`src/gccs_pkg.sv`:
```
// Shared types and constants for the graph canonical code search core.
// Holds the controller state type and the command and status bundles.
// No dependencies.
package gccs_pkg;

    localparam int CODE_W   = 36;
    localparam int COUNT_W  = 19;
    localparam int CFG_W    = 4;
    localparam logic [CFG_W-1:0] VCOUNT_RESET = 4'd9;

    typedef enum logic [2:0] {
        ST_IDLE,
        ST_LOAD,
        ST_SORT,
        ST_SEARCH,
        ST_DRAIN,
        ST_PACK,
        ST_DONE
    } state_t;

    // Commands from the controller to the datapath.
    typedef struct packed {
        logic load_init;
        logic load_step;
        logic sort_init;
        logic sort_step;
        logic search_init;
        logic search_step;
        logic pack_init;
        logic pack_step;
    } cmd_t;

    // Status from the datapath to the controller.
    typedef struct packed {
        logic pair_none;
        logic pair_last;
        logic sort_last;
        logic perm_last;
    } stat_t;

endpackage

```
`src/gccs_ctrl.sv`:
```
// Controller state machine for the graph canonical code search core.
// Sequences load, sort, search, drain and pack phases; depends on gccs_pkg.
module gccs_ctrl
    import gccs_pkg::*;
(
    input  logic  clk,
    input  logic  rst_n,
    input  logic  start,
    input  stat_t stat,
    output cmd_t  cmd,
    output logic  busy,
    output logic  done
);

    state_t state_reg;
    state_t state_next;

    // State register.
    always_ff @(posedge clk or negedge rst_n)
    begin
        if (!rst_n)
        begin
            state_reg <= ST_IDLE;
        end
        else
        begin
            state_reg <= state_next;
        end
    end

    // Next state and command decode.
    always_comb
    begin
        state_next = state_reg;
        cmd        = '0;
        unique case (state_reg)
            ST_IDLE:
            begin
                if (start)
                begin
                    cmd.load_init = 1'b1;
                    state_next    = ST_LOAD;
                end
            end
            ST_LOAD:
            begin
                if (stat.pair_none)
                begin
                    cmd.sort_init = 1'b1;
                    state_next    = ST_SORT;
                end
                else
                begin
                    cmd.load_step = 1'b1;
                    if (stat.pair_last)
                    begin
                        cmd.sort_init = 1'b1;
                        state_next    = ST_SORT;
                    end
                end
            end
            ST_SORT:
            begin
                cmd.sort_step = 1'b1;
                if (stat.sort_last)
                begin
                    cmd.search_init = 1'b1;
                    state_next      = ST_SEARCH;
                end
            end
            ST_SEARCH:
            begin
                cmd.search_step = 1'b1;
                if (stat.perm_last)
                begin
                    state_next = ST_DRAIN;
                end
            end
            ST_DRAIN:
            begin
                cmd.pack_init = 1'b1;
                state_next    = ST_PACK;
            end
            ST_PACK:
            begin
                if (stat.pair_none)
                begin
                    state_next = ST_DONE;
                end
                else
                begin
                    cmd.pack_step = 1'b1;
                    if (stat.pair_last)
                    begin
                        state_next = ST_DONE;
                    end
                end
            end
            ST_DONE:
            begin
                state_next = ST_IDLE;
            end
            default:
            begin
                state_next = ST_IDLE;
            end
        endcase
    end

    assign busy = (state_reg != ST_IDLE);
    assign done = (state_reg == ST_DONE);

`ifndef NO_ASSERTIONS
    // A result word only appears while an item is in flight.
    a_done_busy: assert property (@(posedge clk) disable iff (!rst_n) done |-> busy)
        else $error("result strobe outside busy");
    // An accepted item makes the core busy.
    a_start_busy: assert property (@(posedge clk) disable iff (!rst_n)
        (start && !busy) |=> busy)
        else $error("start not taken");
    // One result word per item.
    a_done_once: assert property (@(posedge clk) disable iff (!rst_n) done |=> !done)
        else $error("repeated result strobe");
`endif

endmodule

```
`src/gccs_datapath.sv`:
```
// Datapath for the graph canonical code search core: adjacency, degree sort,
// in-group permutation stepper, re-encoder and min/match tracking.
// Depends on gccs_pkg.
module gccs_datapath
    import gccs_pkg::*;
#(
    parameter int MAXV = 9
)
(
    input  logic               clk,
    input  logic               rst_n,
    input  logic               cfg_we,
    input  logic [CFG_W-1:0]   cfg_wdata,
    input  logic [CODE_W-1:0]  graph_code,
    input  cmd_t               cmd,
    output stat_t              stat,
    output logic [CODE_W-1:0]  canonical_code,
    output logic [COUNT_W-1:0] match_count
);

    localparam int V_W   = $clog2(MAXV);
    localparam int N_W   = $clog2(MAXV + 1);
    localparam int PAIRS = MAXV * (MAXV - 1) / 2;
    localparam int Q_W   = $clog2(PAIRS + 1);

    // Fixed-layout position of pair i<j for MAXV vertices.
    function automatic int pair_idx(input int i, input int j);
        return i * MAXV - (i * (i + 1)) / 2 + j - i - 1;
    endfunction

    logic [CFG_W-1:0]   cfg_reg;
    logic [N_W-1:0]     n;
    logic [Q_W-1:0]     npairs;
    logic [CODE_W-1:0]  code_reg;
    logic [PAIRS-1:0]   code_fx_reg;
    logic               high_reg;
    logic [MAXV-1:0]    adj_reg [MAXV];
    logic [V_W-1:0]     deg_reg [MAXV];
    logic [V_W-1:0]     pi_reg;
    logic [V_W-1:0]     pj_reg;
    logic [Q_W-1:0]     q_reg;
    logic [V_W-1:0]     sd_reg;
    logic [V_W-1:0]     sv_reg;
    logic [V_W-1:0]     sp_reg;
    logic [V_W-1:0]     slast_reg;
    logic [V_W-1:0]     cur_reg  [MAXV];
    logic [V_W-1:0]     base_reg [MAXV];
    logic [V_W-1:0]     cur_next [MAXV];
    logic [MAXV-1:0]    same_reg;
    logic [MAXV-1:0]    asc;
    logic [PAIRS-1:0]   x_next;
    logic [PAIRS-1:0]   x_reg;
    logic               xv_reg;
    logic [PAIRS-1:0]   best_reg;
    logic [COUNT_W-1:0] count_reg;
    logic [CODE_W-1:0]  canon_reg;
    logic               sort_hit;
    logic               x_match;
    logic [Q_W-1:0]     cur_idx;

    // Vertex count register; the count read from it is clamped to the supported maximum.
    always_ff @(posedge clk or negedge rst_n)
    begin
        if (!rst_n)
        begin
            cfg_reg <= VCOUNT_RESET;
        end
        else if (cfg_we)
        begin
            cfg_reg <= cfg_wdata;
        end
    end

    assign n = (int'(cfg_reg) > MAXV) ? N_W'(MAXV) : N_W'(cfg_reg);

    // Number of code bits that carry adjacency for n vertices.
    assign npairs = Q_W'((int'(n) * (int'(n) - 1)) / 2);

    assign cur_idx  = Q_W'(pair_idx(int'(pi_reg), int'(pj_reg)));
    assign sort_hit = (int'(sv_reg) < int'(n)) && (deg_reg[sv_reg] == sd_reg);

    // Status toward the controller.
    always_comb
    begin
        stat.pair_none = (int'(n) < 2);
        stat.pair_last = (int'(pi_reg) + 2 == int'(n)) && (int'(pj_reg) + 1 == int'(n));
        stat.sort_last = (sd_reg == V_W'(MAXV - 1)) && (sv_reg == V_W'(MAXV - 1));
        stat.perm_last = ~|asc;
    end

    // Re-encode the graph under the current ordering.
    always_comb
    begin
        x_next = '0;
        for (int i = 0; i < MAXV; i++)
        begin
            for (int j = i + 1; j < MAXV; j++)
            begin
                x_next[pair_idx(i, j)] = (j < int'(n)) && adj_reg[cur_reg[i]][cur_reg[j]];
            end
        end
    end

    // Next ordering: next lexicographic permutation of the last group that has
    // an ascent, later groups reset to their sorted order.
    always_comb
    begin
        int k;
        int e;
        int jj;
        int src;
        asc = '0;
        for (int p = 0; p < MAXV - 1; p++)
        begin
            asc[p] = same_reg[p] && (cur_reg[p] < cur_reg[p + 1]);
        end
        k = 0;
        for (int p = 0; p < MAXV; p++)
        begin
            if (asc[p])
            begin
                k = p;
            end
        end
        e = MAXV - 1;
        for (int p = MAXV - 2; p >= 0; p--)
        begin
            if (p > k && !same_reg[p])
            begin
                e = p;
            end
        end
        jj = k;
        for (int p = 0; p < MAXV; p++)
        begin
            if (p > k && p <= e && cur_reg[p] > cur_reg[k])
            begin
                jj = p;
            end
        end
        for (int p = 0; p < MAXV; p++)
        begin
            src = k + 1 + e - p;
            if (p < k)
            begin
                cur_next[p] = cur_reg[p];
            end
            else if (p == k)
            begin
                cur_next[p] = cur_reg[jj];
            end
            else if (p <= e)
            begin
                cur_next[p] = (src == jj) ? cur_reg[k] : cur_reg[V_W'(src)];
            end
            else
            begin
                cur_next[p] = base_reg[p];
            end
        end
    end

    assign x_match = (x_reg == code_fx_reg) && !high_reg;

    // Control flags.
    always_ff @(posedge clk or negedge rst_n)
    begin
        if (!rst_n)
        begin
            xv_reg <= 1'b0;
        end
        else
        begin
            xv_reg <= cmd.search_step;
        end
    end

    // Working registers for all phases.
    always_ff @(posedge clk)
    begin
        // Pair walker shared by load and pack.
        if (cmd.load_init || cmd.pack_init)
        begin
            pi_reg <= '0;
            pj_reg <= V_W'(1);
            q_reg  <= '0;
        end
        else if (cmd.load_step || cmd.pack_step)
        begin
            if (int'(pj_reg) + 1 == int'(n))
            begin
                pi_reg <= pi_reg + V_W'(1);
                pj_reg <= pi_reg + V_W'(2);
            end
            else
            begin
                pj_reg <= pj_reg + V_W'(1);
            end
            q_reg <= q_reg + Q_W'(1);
        end

        // Decode the input code into adjacency, degrees and fixed layout.
        if (cmd.load_init)
        begin
            code_reg    <= graph_code;
            code_fx_reg <= '0;
            for (int v = 0; v < MAXV; v++)
            begin
                adj_reg[v] <= '0;
                deg_reg[v] <= '0;
            end
        end
        else if (cmd.load_step && (int'(q_reg) < CODE_W) && code_reg[q_reg])
        begin
            adj_reg[pi_reg][pj_reg] <= 1'b1;
            adj_reg[pj_reg][pi_reg] <= 1'b1;
            deg_reg[pi_reg]         <= deg_reg[pi_reg] + V_W'(1);
            deg_reg[pj_reg]         <= deg_reg[pj_reg] + V_W'(1);
            for (int b = 0; b < PAIRS; b++)
            begin
                if (b == int'(cur_idx))
                begin
                    code_fx_reg[b] <= 1'b1;
                end
            end
        end

        // Stable sort of vertices by degree, one vertex test per cycle.
        if (cmd.sort_init)
        begin
            sd_reg    <= '0;
            sv_reg    <= '0;
            sp_reg    <= '0;
            slast_reg <= '0;
            same_reg  <= '0;
            high_reg  <= (code_reg >> npairs) != '0;
            for (int p = 0; p < MAXV; p++)
            begin
                cur_reg[p]  <= '0;
                base_reg[p] <= '0;
            end
        end
        else if (cmd.sort_step)
        begin
            if (sort_hit)
            begin
                for (int p = 0; p < MAXV; p++)
                begin
                    if (p == int'(sp_reg))
                    begin
                        cur_reg[p]  <= sv_reg;
                        base_reg[p] <= sv_reg;
                    end
                    if (p + 1 == int'(sp_reg))
                    begin
                        same_reg[p] <= (slast_reg == sd_reg);
                    end
                end
                sp_reg    <= sp_reg + V_W'(1);
                slast_reg <= sd_reg;
            end
            if (sv_reg == V_W'(MAXV - 1))
            begin
                sv_reg <= '0;
                sd_reg <= sd_reg + V_W'(1);
            end
            else
            begin
                sv_reg <= sv_reg + V_W'(1);
            end
        end
        else if (cmd.search_step)
        begin
            for (int p = 0; p < MAXV; p++)
            begin
                cur_reg[p] <= cur_next[p];
            end
        end

        // Encoded word pipeline stage.
        if (cmd.search_step)
        begin
            x_reg <= x_next;
        end

        // Minimum and match count.
        if (cmd.search_init)
        begin
            best_reg  <= '1;
            count_reg <= '0;
        end
        else if (xv_reg)
        begin
            if (x_reg < best_reg)
            begin
                best_reg <= x_reg;
            end
            if (x_match && (count_reg != '1))
            begin
                count_reg <= count_reg + COUNT_W'(1);
            end
        end

        // Compact the fixed-layout minimum back to row-major order for n.
        if (cmd.pack_init)
        begin
            canon_reg <= '0;
        end
        else if (cmd.pack_step)
        begin
            for (int b = 0; b < CODE_W; b++)
            begin
                if (b == int'(q_reg))
                begin
                    canon_reg[b] <= best_reg[cur_idx];
                end
            end
        end
    end

    assign canonical_code = canon_reg;
    assign match_count    = count_reg;

endmodule

```
`src/graph_canonical_code_search_core.sv`:
```
// Graph canonical code search core: top level joining controller and datapath.
// Depends on gccs_pkg, gccs_ctrl and gccs_datapath.
//
// Pulse start with graph_code while busy is low; the core then runs alone and
// presents canonical_code and match_count for one cycle with done high. The
// receiver cannot stall, so the word must be captured on that cycle. An item
// walks the P = n*(n-1)/2 vertex pairs once to decode and once to pack the
// result, sorts by degree and steps through the G degree-respecting
// orderings, G being the product of the factorials of the degree group
// sizes: the permutation stepper tries one ordering per cycle, so G dominates
// (up to 362880 for nine vertices of equal degree). vertex_count must be
// written via cfg_we/cfg_wdata only while idle; the core does not enforce it.
module graph_canonical_code_search_core
    import gccs_pkg::*;
#(
    parameter int MAXV = 9
)
(
    input  logic               clk,
    input  logic               rst_n,
    input  logic               cfg_we,
    input  logic [CFG_W-1:0]   cfg_wdata,
    input  logic               start,
    output logic               busy,
    input  logic [CODE_W-1:0]  graph_code,
    output logic               done,
    output logic [CODE_W-1:0]  canonical_code,
    output logic [COUNT_W-1:0] match_count
);

    cmd_t  cmd;
    stat_t stat;

    // Phase sequencer.
    gccs_ctrl u_ctrl (
        .clk   (clk),
        .rst_n (rst_n),
        .start (start),
        .stat  (stat),
        .cmd   (cmd),
        .busy  (busy),
        .done  (done)
    );

    // Search datapath.
    gccs_datapath #(
        .MAXV (MAXV)
    ) u_datapath (
        .clk            (clk),
        .rst_n          (rst_n),
        .cfg_we         (cfg_we),
        .cfg_wdata      (cfg_wdata),
        .graph_code     (graph_code),
        .cmd            (cmd),
        .stat           (stat),
        .canonical_code (canonical_code),
        .match_count    (match_count)
    );

endmodule
```
`config.mk`:
```
export PLATFORM = sky130hd
export DESIGN_NAME = graph_canonical_code_search_core
export DESIGN_NICKNAME = d
export VERILOG_FILES = /design/src/gccs_pkg.sv /design/src/gccs_ctrl.sv /design/src/gccs_datapath.sv /design/src/graph_canonical_code_search_core.sv
export SDC_FILE = /design/constraint.sdc
export NUM_CORES = 2
export LEC_CHECK = 0
export BUFFER_PORTS_ARGS = -buffer_cell sky130_fd_sc_hd__buf_4
export CAP_MARGIN = 20
export CORE_AREA = 2 2 413 415
export CTS_BUF_LIST = sky130_fd_sc_hd__clkbuf_8
export CTS_CLUSTER_DIAMETER = 120
export CTS_CLUSTER_SIZE = 20
export DETAILED_ROUTE_END_ITERATION = 12
export DIE_AREA = 0 0 415 417
export GPL_ROUTABILITY_DRIVEN = 0
export GPL_TIMING_DRIVEN = 0
export PLACE_DENSITY = 0.48
export SYNTH_ARGS = -nofsm -noshare
export SYNTH_HDL_FRONTEND = slang
export SYNTH_SLANG_ARGS = --single-unit
```
`constraint.sdc`:
```
create_clock -name clk -period 12.5 [get_ports clk]
set_clock_uncertainty 0.2 [all_clocks]
set_input_delay 2.5 -clock clk [delete_from_list [all_inputs] [get_ports clk]]
set_output_delay 2.5 -clock clk [all_outputs]
set_load 0.01 [all_outputs]
```
# Yosys cells after proc, flatten, opt, wreduce, memory -nomap -nowiden
# Memory sizes are Yosys's and may differ from the RTL's. A register that Yosys moved wholly into a read port is not among the register bits.
# Index checks and enable logic that the tools add are counted.
# Widths: inputs -> output; s select.
# totals
reg_bits	246
in_bits	44
mem_bits_rw	189
mem_count	4
out_inout_bits	57
elab_cells	800
# mem_list
name	depth	word_bits	read_ports	rd_ports_with_merged_regs	wr	line_no	source
u_datapath.adj_reg	9	9	8	0	9	gccs_datapath.sv:37	logic [MAXV-1:0] adj_reg [MAXV];
u_datapath.base_reg	9	4	9	0	9	gccs_datapath.sv:47	logic [V_W-1:0] base_reg [MAXV];
u_datapath.cur_reg	9	4	20	0	9	gccs_datapath.sv:46	logic [V_W-1:0] cur_reg [MAXV];
u_datapath.deg_reg	9	4	3	3	9	gccs_datapath.sv:38	logic [V_W-1:0] deg_reg [MAXV];
# classes
reduce_logical	188
multipliers	3
addsub	30
bitwise	29
magnitude_cmp	71
muxes	265
n_shift	1
n_eq_ne	114
# ops
op	count
$eq 32x5->1	11
$mux 4	87
$eq 6x6->1 const A	40
$reduce_and 2->1	77
$bmux 1 s4	36
$sub 32x4->32 const B	4
$mux 1	108
$eq 5x6->1 const A	16
$logic_and 1x1->1	79
$sub 32x3->32 const B	2
$mux 3	19
$mux 9	6
$lt 4x5->1 const B	10
$eq 4x6->1 const A	8
$eq 36x36->1	1
$gt 4x4->1	9
$lt 36x36->1	1
$lt 4x4->1	9
$reduce_bool 36->1	1
$shr 36x6->36	1
$add 32x5->32	1
$logic_not 32->1	1
$sub 32x2->32 const B	1
$sub 32x5->32 const B	1
other kinds (72)	172

# Longest topological paths before layout
# An unclocked memory read counts as a cell.
# logic_depth
word_depth	38
depth_mapped	39
ltp_nobuf	33

# Cells and area by module
# From an unflattened synthesis, not the netlist that was laid out.
# hier_totals
hier_cells	4157
hier_area_um2	43200.2
# by_module_without_submodules
mod	seq_area_each_um2	area_per_inst_um2	cells_each	instances
gccs_datapath	12589.6	42967.5	4128	1
gccs_ctrl	75.1	232.7	29	1

# Least setup slack after synthesis
# OpenSTA, ideal clock, no wires.
# synth_path
path_kind	flip-flop to flip-flop
from	mem u_datapath.cur_reg[6][1] (netlist bit)
to	mem u_datapath.cur_reg[3][0] (netlist bit), enable pin
required_time_ns	11.953
stages_incl_launch_ff	38
setup_slack_ns	4.599
setup_time_ns	0.347
t_arrival_ns	7.354
path_buffers	5
period_less_slack_ns	7.901
path_cell_list	edfxtp_1 clkbuf_1 buf_1 clkinv_1 ha_1 inv_1 o21a_1 nor2_1 a311oi_2 nor2_1 buf_2 clkbuf_1 inv_1 ha_1 inv_1 ha_1 nor2b_1 nor2_1 [... 2 more ...] nor2_1 ha_1 inv_1 fa_1 xnor2_1 inv_1 buf_1 ha_1 nor2b_1 ha_1 nand2b_1 a21oi_1 nand2_1 a21oi_1 mux2i_1 nor4b_2 nor2_1 a31oi_1
# synth_lines
item	line_no
start: declaration	gccs_datapath.sv:46

==> flow_summary_export.csv <==
group,metric,value,unit
worst_setup_path,slowest_delay,0.99,ns
worst_setup_path,crit_path_end,"u_datapath.cur_reg[3][1]",
worst_setup_path,crit_fanout,13,
global_route,grt_max_degree,38,
floorplanning,die_area,0.173,sq mm
sta,timing.fmax,81.6,MHz
sta,setup_viol,0,
synth,syn_area,0.0435,sq mm
routing,drt-total-wl,194000,um
routing,routedWlPerCell,29.2,um
worst_setup_path,regToRegStartpoint,"u_datapath.cur_reg[6][1]",
sta,slew_viol_final,0,
worst_setup_path,worstPathRequired,12.78,ns
finish,drive_above_1_share,0.177,
status,outcome,"finished, violations left",
synth,yosysTopAreaCellShare,0.243,
synth,synth_cell_types,106,
global_route,busiest_layer,"met2",
floorplanning,initial_core_util,0.258,
clock_network,cts_sinks,534,
status,violations,"design-rule violations",
synth,synth.avg_cell_area,10.3,sq um
clock_network,clk_latency,0.77,ns
job,maxCapViolations,0,
floorplanning,ioPinCount,101,
floorplanning,fp.dieH,417,um
synth,yosysMostFrequentCell,"mux4_2",
min_path,hold_path_class,"flip-flop to flip-flop",
floorplanning,rows,151,
global_route,first_global_vias,37300,
clock_network,cts_buffers,36,
routing,ant_nets,0,
synth,synth_top_area_cell,"mux4_2",
place,port_buffers,100,
global_route,grt.total_usage,0.217,
synth,synthArstFlopShare,0.0150,
global_route,met1_usage,0.281,
worst_setup_path,startpoint,"u_datapath.cur_reg[6][1]",
clock_network,cts.clk_slew.worst_paths,0.13,ns
synth,syn-num-nets,4498,
clock_network,cts_setup_buffers,0,
worst_setup_path,endpoint_kind,"flip-flop",
synth,synth.area.top_cells,"mux4_2 24%, dfxtp_1 15%, edfxtp_1 14%",
worst_setup_path,reg2regPathDepth,32,
clock_network,cts_resized,0,
worst_setup_path,rrSetupSlack,0.24,ns
synth,ys_warn_count,0,
synth,ys_seq_elements,534,
synth,ys.flop_type,"dfxtp_1",
finish,nets,4680,
global_route,grt_util_met2,0.330,
sta,finalHoldViolations,0,
clock_network,hold_buffers,0,
synth,ys_top_cells_by_count,"469 x mux4_2, 425 x nand2_1, 341 x nor2_1",
clock_network,cts_tree,"yes",
clock_network,root_buffer,"clkbuf_8",
routing,via_per_inst,5.93,
worst_setup_path,cpMaxStageDelayCell,"buf_1",
worst_setup_path,critPathKind,"flip-flop to flip-flop",
finish,area_growth,11.2,%
clock_network,max-clock-path-buffers,3,
global_route,grt_overflow_total,0,
sta,rsz0062_at_grt,"no",
global_route,grtUsageMet3,0.0606,
synth,synth_seq_area_share,0.294,
floorplanning,die_w,415,um
min_path,whs_path_depth,2,
clock_network,h-tree-depth,2,
finish,largest_register_ffs,144,
sta,timing.final.crit_share,0.981,
synth,synth_edf_count,205,
sta,slew_headroom,0.148,
floorplanning,coreArea,0.169,sq mm
worst_setup_path,cp_common_cell,"ha_1",
worst_setup_path,r2r-end,"u_datapath.cur_reg[3][1]",
worst_setup_path,cp-start-kind,"flip-flop",
sta,tns,0,ns
routing,dr.first_iter.drc_count,5673,
sta,max_slew.worst_pin.slew,1.28,ns
routing,vias,39500,
routing,drc,1,
routing,dr.pass1.iters,12,
place,hpwl,149000,um
synth,synth_cells,4241,
worst_setup_path,crit_arrival,12.54,ns
sta,period_needed,12.26,ns
global_route,grt_pass1_wl,276000,um
global_route,antenna_found_initial,3,
## final cells by class
| type | instances | area (sq um) |
|---|---|---|
| clock inverters | 23 | 183 |
| fillers | 17600 | 120000 |
| plain buffers | 322 | 1330 |
| clock buffers | 38 | 523 |
| diodes | 4 | 10.0 |
| flip-flops and latches | 534 | 12800 |
| well taps | 2218 | 2780 |
| inverters | 179 | 672 |
| multi-input cells | 3206 | 28800 |
| repair buffers | 144 | 1340 |
## worst min-delay path by stage
stage / startpoint / end / slack, ns
after floorplan: u_datapath.slast_reg[1] / u_datapath.slast_reg[1] / 0.24
after global placement: u_datapath.slast_reg[0] / u_datapath.slast_reg[0] / 0.25
after detailed placement: u_datapath.canonical_code[26] / u_datapath.canonical_code[26] / 0.26
after CTS: u_datapath.canonical_code[21] / u_datapath.canonical_code[21] / 0.27
after global routing: u_datapath.canonical_code[26] / u_datapath.canonical_code[26] / 0.29
final: u_datapath.canonical_code[26] / u_datapath.canonical_code[26] / 0.27
## through the flow
| step | setup WS [ns] | std cells | hold slack, ns | util | cell area (sq um) |
|---|---|---|---|---|---|
| final | 0.240 | 6668 | 0.269 | 0.287 | 48400 |
| after floorplan | 4.60 | 4241 | 0.243 | - | 43500 |
| after CTS | 0.894 | 6645 | 0.273 | 0.286 | 48200 |
| after detailed placement | 0.990 | 6584 | 0.255 | 0.282 | 47500 |
| after global routing | 0.00638 | 6665 | 0.289 | 0.287 | 48400 |
| after global placement | 0.989 | 6559 | 0.251 | 0.279 | 47100 |
## cell families after synthesis
| family | after synthesis | synth area share |
|---|---|---|
| buffers and inverters | 501 | 0.0458 |
| other | 1 | 0.0000861 |
| AND/OR/NAND/NOR | 1244 | 0.137 |
| XOR/XNOR | 117 | 0.0235 |
| flip-flops | 534 | 0.294 |
| adder cells (fa/ha/maj) | 213 | 0.0655 |
| multiplexers | 683 | 0.292 |
| AO/OA/AOI/OAI | 948 | 0.142 |
## worst max-delay path, delay by kind of cell, from the launching register on
kind	cells	cell delay, ns
and+or+nand+nor	7	1.84
xor gates and xnor gates	1	0.27
muxes	1	0.36
buffers and inverters	11	4.79
adders and majority gates	6	2.46
AOI/OAI and AO/OA	6	1.43
DFF	1	0.62
## placed cells by master (no fill, tap or decap), types with 53 or more instances in the layout
| cell type | instances |
|---|---|
| a21o_1 | 83 |
| a21oi_1 | 255 |
| a221oi_1 | 57 |
| and2_1 | 53 |
| buf_1 | 63 |
| buf_4 | 112 |
| clkbuf_1 | 225 |
| dfxtp_1 | 321 |
| edfxtp_1 | 205 |
| ha_1 | 188 |
| inv_1 | 176 |
| mux2i_1 | 187 |
| mux4_2 | 469 |
| nand2_1 | 425 |
| nand3_1 | 102 |
| nor2_1 | 341 |
| o211ai_1 | 57 |
| o21ai_0 | 200 |
| o22ai_1 | 55 |
| xnor2_1 | 55 |
| xor2_1 | 62 |
## layer usage
metal | wire, um | share of wire
met1 | 75800 | 0.39
met2 | 84200 | 0.43
met3 | 22100 | 0.11
met4 | 12200 | 0.063
met5 | 13 | 0.000067
Power is left out: the tool's default activity adds up to more than one toggle a clock period on the data nets, which glitch-free logic cannot reach.
